## config.mk

```make
export PLATFORM = sky130hd
export DESIGN_NAME = srhm_ctrl
export DESIGN_NICKNAME = d
export VERILOG_FILES = /design/src/rtl/core/srhm_pkg.sv /design/src/rtl/core/srhm_ctrl.sv
export SDC_FILE = /design/constraint.sdc
export NUM_CORES = 1
export LEC_CHECK = 0
export BUFFER_PORTS_ARGS = -buffer_cell sky130_fd_sc_hd__clkbuf_2
export CORE_AREA = 10 10 47 49
export CTS_CLUSTER_SIZE = 8
export DETAILED_ROUTE_END_ITERATION = 8
export DIE_AREA = 0 0 57 59
export SYNTH_ARGS = -nofsm -noshare
export SYNTH_HDL_FRONTEND = slang
export SYNTH_SLANG_ARGS = --single-unit
```

## constraint.sdc

```tcl
create_clock -name i_clk -period 2.4 [get_ports i_clk]
set_clock_uncertainty 0.1 [all_clocks]
set_input_delay 0.48 -clock i_clk [delete_from_list [all_inputs] [get_ports i_clk]]
set_output_delay 0.48 -clock i_clk [all_outputs]
set_load 0.01 [all_outputs]
```

## src/rtl/core/srhm_pkg.sv

```systemverilog
// ----------------------------------------------------------------------------
// Stereo row Hamming matcher package
// Word types, codes, defaults and popcount helpers shared by the matcher.
// ----------------------------------------------------------------------------
package srhm_pkg;

    localparam int MAX_KEYPOINTS_DEF = 256;
    localparam int DESC_BITS_DEF     = 256;

    localparam int COORD_W     = 14;
    localparam int DESC_WORD_W = 64;
    localparam int FUNC_W      = 2;
    localparam int STATUS_W    = 2;
    localparam int IDX_OUT_W   = 8;
    localparam int DIST_OUT_W  = 9;
    localparam int TOL_W       = 4;
    localparam int CFG_DATA_W  = 9;
    localparam int CFG_IDX_W   = 1;
    localparam int WORD_CNT_W  = 7;

    localparam logic [CFG_DATA_W-1:0] MAX_DISTANCE_RST = 9'd100;
    localparam logic [TOL_W-1:0]      ROW_TOL_RST      = 4'd0;

    localparam logic [FUNC_W-1:0] FUNC_CLEAR  = 2'd0;
    localparam logic [FUNC_W-1:0] FUNC_APPEND = 2'd1;
    localparam logic [FUNC_W-1:0] FUNC_QUERY  = 2'd2;

    localparam logic [STATUS_W-1:0] STATUS_MATCH    = 2'd0;
    localparam logic [STATUS_W-1:0] STATUS_NO_ROW   = 2'd1;
    localparam logic [STATUS_W-1:0] STATUS_TOO_FAR  = 2'd2;
    localparam logic [STATUS_W-1:0] STATUS_NOT_LEFT = 2'd3;

    localparam logic [CFG_IDX_W-1:0] REG_MAX_DISTANCE  = 1'd0;
    localparam logic [CFG_IDX_W-1:0] REG_ROW_TOLERANCE = 1'd1;

    typedef struct packed {
        logic [FUNC_W-1:0]      func;
        logic [COORD_W-1:0]     x_pos;
        logic [COORD_W-1:0]     y_pos;
        logic [DESC_WORD_W-1:0] desc_word0;
        logic [DESC_WORD_W-1:0] desc_word1;
        logic [DESC_WORD_W-1:0] desc_word2;
        logic [DESC_WORD_W-1:0] desc_word3;
    } t_in_word;

    typedef struct packed {
        logic [STATUS_W-1:0]   status;
        logic [IDX_OUT_W-1:0]  right_index;
        logic [DIST_OUT_W-1:0] distance;
    } t_out_word;

    typedef struct packed {
        logic clear;
        logic append;
        logic query;
        logic issue;
        logic finish;
    } t_cmd;

    typedef struct packed {
        logic empty;
        logic last_issue;
        logic pipe_busy;
        logic out_free;
    } t_sts;

    function automatic logic [3:0] popcount8(input logic [7:0] v);
        logic [3:0] c;
        c = '0;
        for (int b = 0; b < 8; b++) begin
            c = c + 4'(v[b]);
        end
        return c;
    endfunction

    function automatic logic [WORD_CNT_W-1:0] popcount64(input logic [DESC_WORD_W-1:0] v);
        logic [WORD_CNT_W-1:0] c;
        c = '0;
        for (int k = 0; k < 8; k++) begin
            c = c + WORD_CNT_W'(popcount8(v[k*8 +: 8]));
        end
        return c;
    endfunction

endpackage

```

## src/rtl/core/srhm_ctrl.sv

```systemverilog
// ----------------------------------------------------------------------------
// Stereo row Hamming matcher controller
// Sequences clear, append and query words and steps the scan of the store.
// ----------------------------------------------------------------------------
module srhm_ctrl (
    input  logic                       i_clk,
    input  logic                       i_rst_n,
    input  logic                       i_in_valid,
    input  logic [srhm_pkg::FUNC_W-1:0] i_func,
    output logic                       o_in_stall,
    input  srhm_pkg::t_sts             i_sts,
    output srhm_pkg::t_cmd             o_cmd
);
    import srhm_pkg::*;

    typedef enum logic [3:0] {
        ST_IDLE   = 4'b0001,
        ST_SCAN   = 4'b0010,
        ST_DRAIN  = 4'b0100,
        ST_FINISH = 4'b1000
    } t_state;

    t_state r_state;
    t_state n_state;

    always_ff @(posedge i_clk) begin
        if (!i_rst_n) begin
            r_state <= ST_IDLE;
        end else begin
            r_state <= n_state;
        end
    end

    always_comb begin
        n_state    = r_state;
        o_cmd      = '0;
        o_in_stall = 1'b1;
        case (r_state)
            ST_IDLE: begin
                o_in_stall = 1'b0;
                if (i_in_valid) begin
                    case (i_func)
                        FUNC_CLEAR: begin
                            o_cmd.clear = 1'b1;
                        end
                        FUNC_APPEND: begin
                            o_cmd.append = 1'b1;
                        end
                        FUNC_QUERY: begin
                            o_cmd.query = 1'b1;
                            n_state     = i_sts.empty ? ST_FINISH : ST_SCAN;
                        end
                        default: begin
                        end
                    endcase
                end
            end
            ST_SCAN: begin
                o_cmd.issue = 1'b1;
                if (i_sts.last_issue) begin
                    n_state = ST_DRAIN;
                end
            end
            ST_DRAIN: begin
                if (!i_sts.pipe_busy) begin
                    n_state = ST_FINISH;
                end
            end
            ST_FINISH: begin
                if (i_sts.out_free) begin
                    o_cmd.finish = 1'b1;
                    n_state      = ST_IDLE;
                end
            end
            default: begin
                n_state = ST_IDLE;
            end
        endcase
    end

endmodule

```

### Word-level counts from Yosys, hierarchy flattened

Cells that the tools add are included.

| word-level totals | value |
|---|---|
| register bits | 4 |
| input port bits | 9 |
| output and inout port bits | 6 |
| word-level logic and storage cells | 30 |

| operators by class | value |
|---|---|
| eq/ne operators | 11 |
| mux-type cells | 16 |
| reduce and logical (&&, ||, !) cells | 2 |

Operator list:

| operator | count |
|---|---|
| $mux 4 | 6 |
| $pmux 4 s4 | 1 |
| $ne 2x2->1 const B | 4 |
| $mux 1 | 7 |
| $mux 3 | 2 |
| $reduce_and 5->1 | 1 |
| $eq 4x1->1 const B | 1 |
| $eq 4x2->1 const B | 1 |
| $eq 4x3->1 const B | 1 |
| $eq 4x4->1 const B | 1 |
| $eq 2x1->1 const B | 1 |
| $eq 2x2->1 const B | 1 |
| $logic_not 2->1 | 1 |
| $ne 2x1->1 const B | 1 |

### Logic depth before layout (Yosys ltp)

| logic depth | value |
|---|---|
| word-level depth | 4 |
| mapped depth | 5 |

### Worst setup path before layout

Ideal clock, no wire load.

| timing | value |
|---|---|
| path type | reg2out |
| start point | register r_state[3] |
| end point | output port o_cmd[4] (netlist name) |
| arrival time | 1.195 ns |
| required time | 1.820 ns |
| slack | 0.625 ns |
| stages on the path, launching flop included | 5 |
| cells stage by stage | dfxtp_1 > nor2_2 > and3_4 > inv_2 > nor4b_1 |

RTL lines:

| item | line | source |
|---|---|---|
| start, declared | srhm_ctrl.sv:23 | `t_state r_state;` |
| start signal, assigned | srhm_ctrl.sv:30 | `r_state <= n_state;` |
| end, declared | srhm_ctrl.sv:12 | `output srhm_pkg::t_cmd o_cmd` |

==> report_table.html <==
<table>
<tr><th>Metric</th><th>Value</th></tr>
<tr><th colspan="2">Run status</th></tr>
<tr><td>Outcome</td><td>finished clean</td></tr>
<tr><th colspan="2">Finish</th></tr>
<tr><td>Number of flip-flops in the largest register</td><td>4</td></tr>
<tr><td>Register with the highest flop count</td><td>r_state</td></tr>
<tr><td>Area added between synthesis and finish</td><td>30.0%</td></tr>
<tr><td>Largest registers</td><td>r_state x4</td></tr>
<tr><td>Fin nets</td><td>65</td></tr>
<tr><td>Diode count</td><td>0</td></tr>
<tr><td>Fraction of layout instances using a drive strength above 1</td><td>roughly two fifths</td></tr>
<tr><td>Most frequent cells in the layout</td><td>clkbuf_2 (14), nand2_1 (4), dfxtp_1 (4)</td></tr>
<tr><td>Commonest non-fill, non-tap cell in the layout</td><td>clkbuf_2</td></tr>
<tr><td>Post-layout instance area</td><td>between 400 and 500 um^2</td></tr>
<tr><th colspan="2">Floorplanning</th></tr>
<tr><td>Number of placement rows</td><td>14</td></tr>
<tr><td>Floorplan die area</td><td>about 0.0034 mm^2</td></tr>
<tr><td>I/O pin cnt</td><td>15</td></tr>
<tr><td>Core footprint</td><td>about 0.0014 mm^2</td></tr>
<tr><td>Die Span Y</td><td>slightly below 60 um</td></tr>
<tr><td>Die boundary width</td><td>~57 um</td></tr>
<tr><td>Starting utilization of the core area</td><td>between 20% and 30%</td></tr>
<tr><th colspan="2">Run</th></tr>
<tr><td>Number of max-capacitance violations reported</td><td>0</td></tr>
<tr><th colspan="2">Critical path</th></tr>
<tr><td>Standard cell with the maximum stage delay on the critical path</td><td>dfxtp_1</td></tr>
<tr><td>Worst endpoint required time</td><td>roughly 1.8 ns</td></tr>
<tr><td>Reg2reg setup slack</td><td>~0.9 ns</td></tr>
<tr><td>Largest fanout on the critical path</td><td>9</td></tr>
<tr><td>Startpoint Class</td><td>register</td></tr>
<tr><td>Critical path data arrival time</td><td>1.52 ns</td></tr>
<tr><td>Capturing element type of the critical path</td><td>output pin</td></tr>
<tr><td>CP peak stage delay</td><td>0.50 ns</td></tr>
<tr><td>Reg-to-reg startpoint</td><td>r_state[2]</td></tr>
<tr><td>Cells along the critical path</td><td>and3_4 -&gt; inv_2 -&gt; nor4b_1 -&gt; clkbuf_2</td></tr>
<tr><td>Type of the worst setup path</td><td>reg2out</td></tr>
<tr><td>Cell count of the worst reg-to-reg path</td><td>4</td></tr>
<tr><td>Worst flop-to-flop path endpoint</td><td>r_state[3]</td></tr>
<tr><th colspan="2">Placement</th></tr>
<tr><td>Number of buffers inserted by port buffering</td><td>14</td></tr>
<tr><td>Area post-placement</td><td>417 um^2</td></tr>
<tr><td>Detailed-placement wirelength estimate</td><td>between 700 and 800 um</td></tr>
<tr><td>Routability-driven placement congestion ratio</td><td>about 0.82</td></tr>
<tr><th colspan="2">Clock tree</th></tr>
<tr><td>Hold buffer count at cts</td><td>0</td></tr>
<tr><td>Cts bufs inserted</td><td>3</td></tr>
<tr><td>Post-cts resize count</td><td>0</td></tr>
<tr><td>Post-CTS setup buffer count</td><td>0</td></tr>
<tr><td>CTS Buffer Depth</td><td>2</td></tr>
<tr><td>Clock tree root driver cell</td><td>clkbuf_4</td></tr>
<tr><td>TritonCTS clock tree</td><td>done</td></tr>
<tr><td>Clock insertion delay at the later pin of the skew report</td><td>~0.23 ns</td></tr>
<tr><td>Number of levels the H-tree was split into</td><td>1</td></tr>
<tr><td>Clock edge transition at the registers on the reported setup and hold paths</td><td>0.03 ns</td></tr>
<tr><td>CTS sink cnt</td><td>4</td></tr>
<tr><th colspan="2">Global routing</th></tr>
<tr><td>Global route overflow</td><td>0</td></tr>
<tr><td>Number of antenna violations at the first check in global routing</td><td>0</td></tr>
<tr><td>Largest net degree at the start of global routing</td><td>10</td></tr>
<tr><td>First-pass GRT wire length</td><td>between 1000 and 1500 um</td></tr>
<tr><td>Total global-route track usage</td><td>5.18%</td></tr>
<tr><td>Number of global-route vias before repair</td><td>336</td></tr>
<tr><th colspan="2">Timing</th></tr>
<tr><td>Number of hold violations in the final report</td><td>0</td></tr>
<tr><td>Count of pins over their slew limit</td><td>0</td></tr>
<tr><td>RSZ-0062 raised after global routing</td><td>false</td></tr>
<tr><td>Number of setup violations in the final report</td><td>0</td></tr>
<tr><td>Max-slew headroom</td><td>between 70% and 80%</td></tr>
<tr><td>Max Freq</td><td>0.476 GHz</td></tr>
<tr><td>Final clock period utilization by the worst path</td><td>~88%</td></tr>
<tr><td>Min cycle time layout</td><td>approximately 2.1 ns</td></tr>
<tr><td>Final TNS setup</td><td>0 ns</td></tr>
<tr><td>Worst-Margin Slew</td><td>0.327 ns</td></tr>
<tr><th colspan="2">Power and ir drop</th></tr>
<tr><td>Maximum resistive drop on vdd</td><td>around 0.36 mV</td></tr>
<tr><td>Total power divided by cell area</td><td>between 600 and 700 mW/mm^2</td></tr>
<tr><td>Leakage power of the design</td><td>around 0.18 nW</td></tr>
<tr><th colspan="2">Yosys</th></tr>
<tr><td>Number of synthesis warnings</td><td>0</td></tr>
<tr><td>Cell count after synthesis</td><td>38</td></tr>
<tr><td>Largest area contributor in the synthesized netlist</td><td>dfxtp_1</td></tr>
<tr><td>Fraction of the yosys area taken by sequential cells</td><td>23.7%</td></tr>
<tr><td>Top cells by area, synth</td><td>dfxtp_1 (24%), a221oi_4 (7.8%), nor4b_4 (7.0%)</td></tr>
<tr><td>Flops &amp; latches, synth</td><td>4</td></tr>
<tr><td>Area share of the largest cell type after synthesis</td><td>23.7%</td></tr>
<tr><td>Syn_area_per_cell</td><td>around 9 um^2</td></tr>
<tr><td>Mapped Area</td><td>338 um^2</td></tr>
<tr><td>Mapped Nets</td><td>between 40 and 50</td></tr>
<tr><td>Library cells used by synthesis</td><td>25</td></tr>
<tr><th colspan="2">Worst hold path</th></tr>
<tr><td>Worst Hold Path EP</td><td>r_state[0]</td></tr>
<tr><td>Hold path depth</td><td>2</td></tr>
<tr><td>Min-delay src</td><td>i_rst_n</td></tr>
<tr><td>Class of the worst hold path</td><td>in2reg</td></tr>
<tr><th colspan="2">Drt</th></tr>
<tr><td>Detailed-router iteration count before antenna repair</td><td>3</td></tr>
<tr><td>Total wire length after detailed routing</td><td>825 um</td></tr>
<tr><td>Number of remaining DRC errors</td><td>0</td></tr>
<tr><td>Number of vias after detailed routing</td><td>335</td></tr>
<tr><td>Via/cell ratio</td><td>4.79</td></tr>
<tr><td>DRC violation total after the first TritonRoute iteration</td><td>4</td></tr>
<tr><td>Post-DRT Antenna Nets</td><td>0</td></tr>
<tr><td>Routed length per placed instance</td><td>11.8 um</td></tr>
</table>
## final cells by class
type                            count  area [um^2]
Sequential cell                     4         80.1
Inverter                            2         7.51
Clock buffer                        3         22.5
Timing Repair Buffer               14         70.1
Tap cell                           16         20.0
Multi-Input combinational cell     31          239
Fill cell                         162          962
## critical path, delay by kind of cell, from the launching register on
kind                   cells  cell delay, ns
and+or+nand+nor            2            0.55
DFF                        1            0.50
buffers and inverters      2            0.24
## layer usage
| metal | wire length, um | global-route usage, % | up-vias |
|---|---|---|---|
| li1 | - | - | 171 |
| met4 | 25 | 4.03 | 0 |
| met5 | 0 | 0 | - |
| met2 | 424 | 8.53 | 7 |
| met1 | 344 | 5.32 | 153 |
| met3 | 31 | 1.72 | 4 |
## worst max-delay path by stage
stage / startpoint / to / slack (ns) / depth (start not counted)
6_report: r_state[0] / o_cmd[4] / 0.30 / 4
3_5_place_dp: r_state[0] / o_cmd[4] / 0.53 / 4
2_1_floorplan: r_state[3] / o_cmd[4] / 0.62 / 4
4_1_cts: r_state[0] / o_cmd[4] / 0.28 / 4
5_1_grt: r_state[0] / o_cmd[4] / 0.24 / 4
3_3_place_gp: r_state[0] / o_cmd[4] / 0.58 / 4
## synthesized netlist by cell type (all sizes together)
cell    instances
dfxtp           4
nand2           4
nor2            4
nand3b          3
nor4b           3
o21ai           3
inv             2
mux2i           2
a221oi          1
and2b           1
and3            1
and4b           1
buf             1
nand2b          1
nand3           1
nor2b           1
nor3            1
nor3b           1
o211ai          1
o21a            1
o31ai           1
## per-stage QoR
stage | util [%] | std cells | worst slack, ns | hold WS (ns) | total power, mW
after floorplan | - | 38 | 0.625 | 0.426 | 0.178
after detailed placement | 29.7 | 67 | 0.529 | 0.484 | 0.202
after global routing | 31.3 | 70 | 0.235 | 0.421 | 0.297
after CTS | 31.3 | 70 | 0.282 | 0.398 | 0.285
after global placement | 29.7 | 67 | 0.579 | 0.486 | 0.201
final | 31.3 | 70 | 0.297 | 0.401 | 0.280
## power by group
| group | switching (mW) | total [mW] | internal, mW |
|---|---|---|---|
| Clock | 0.0246 | 0.0803 | 0.0557 |
| Sequential | 0.0178 | 0.0919 | 0.0740 |
| Combinational | 0.0519 | 0.108 | 0.0558 |
| Total | 0.0943 | 0.280 | 0.186 |
## logic make-up after synthesis
kind of cell	share of synthesized area, %
buffers and inverters	5.55
AND/OR/NAND/NOR	45.9
flip-flops	23.7
multiplexers	5.93
AO/OA/AOI/OAI	18.9
Note: power is estimated with default switching activity, not from simulation.
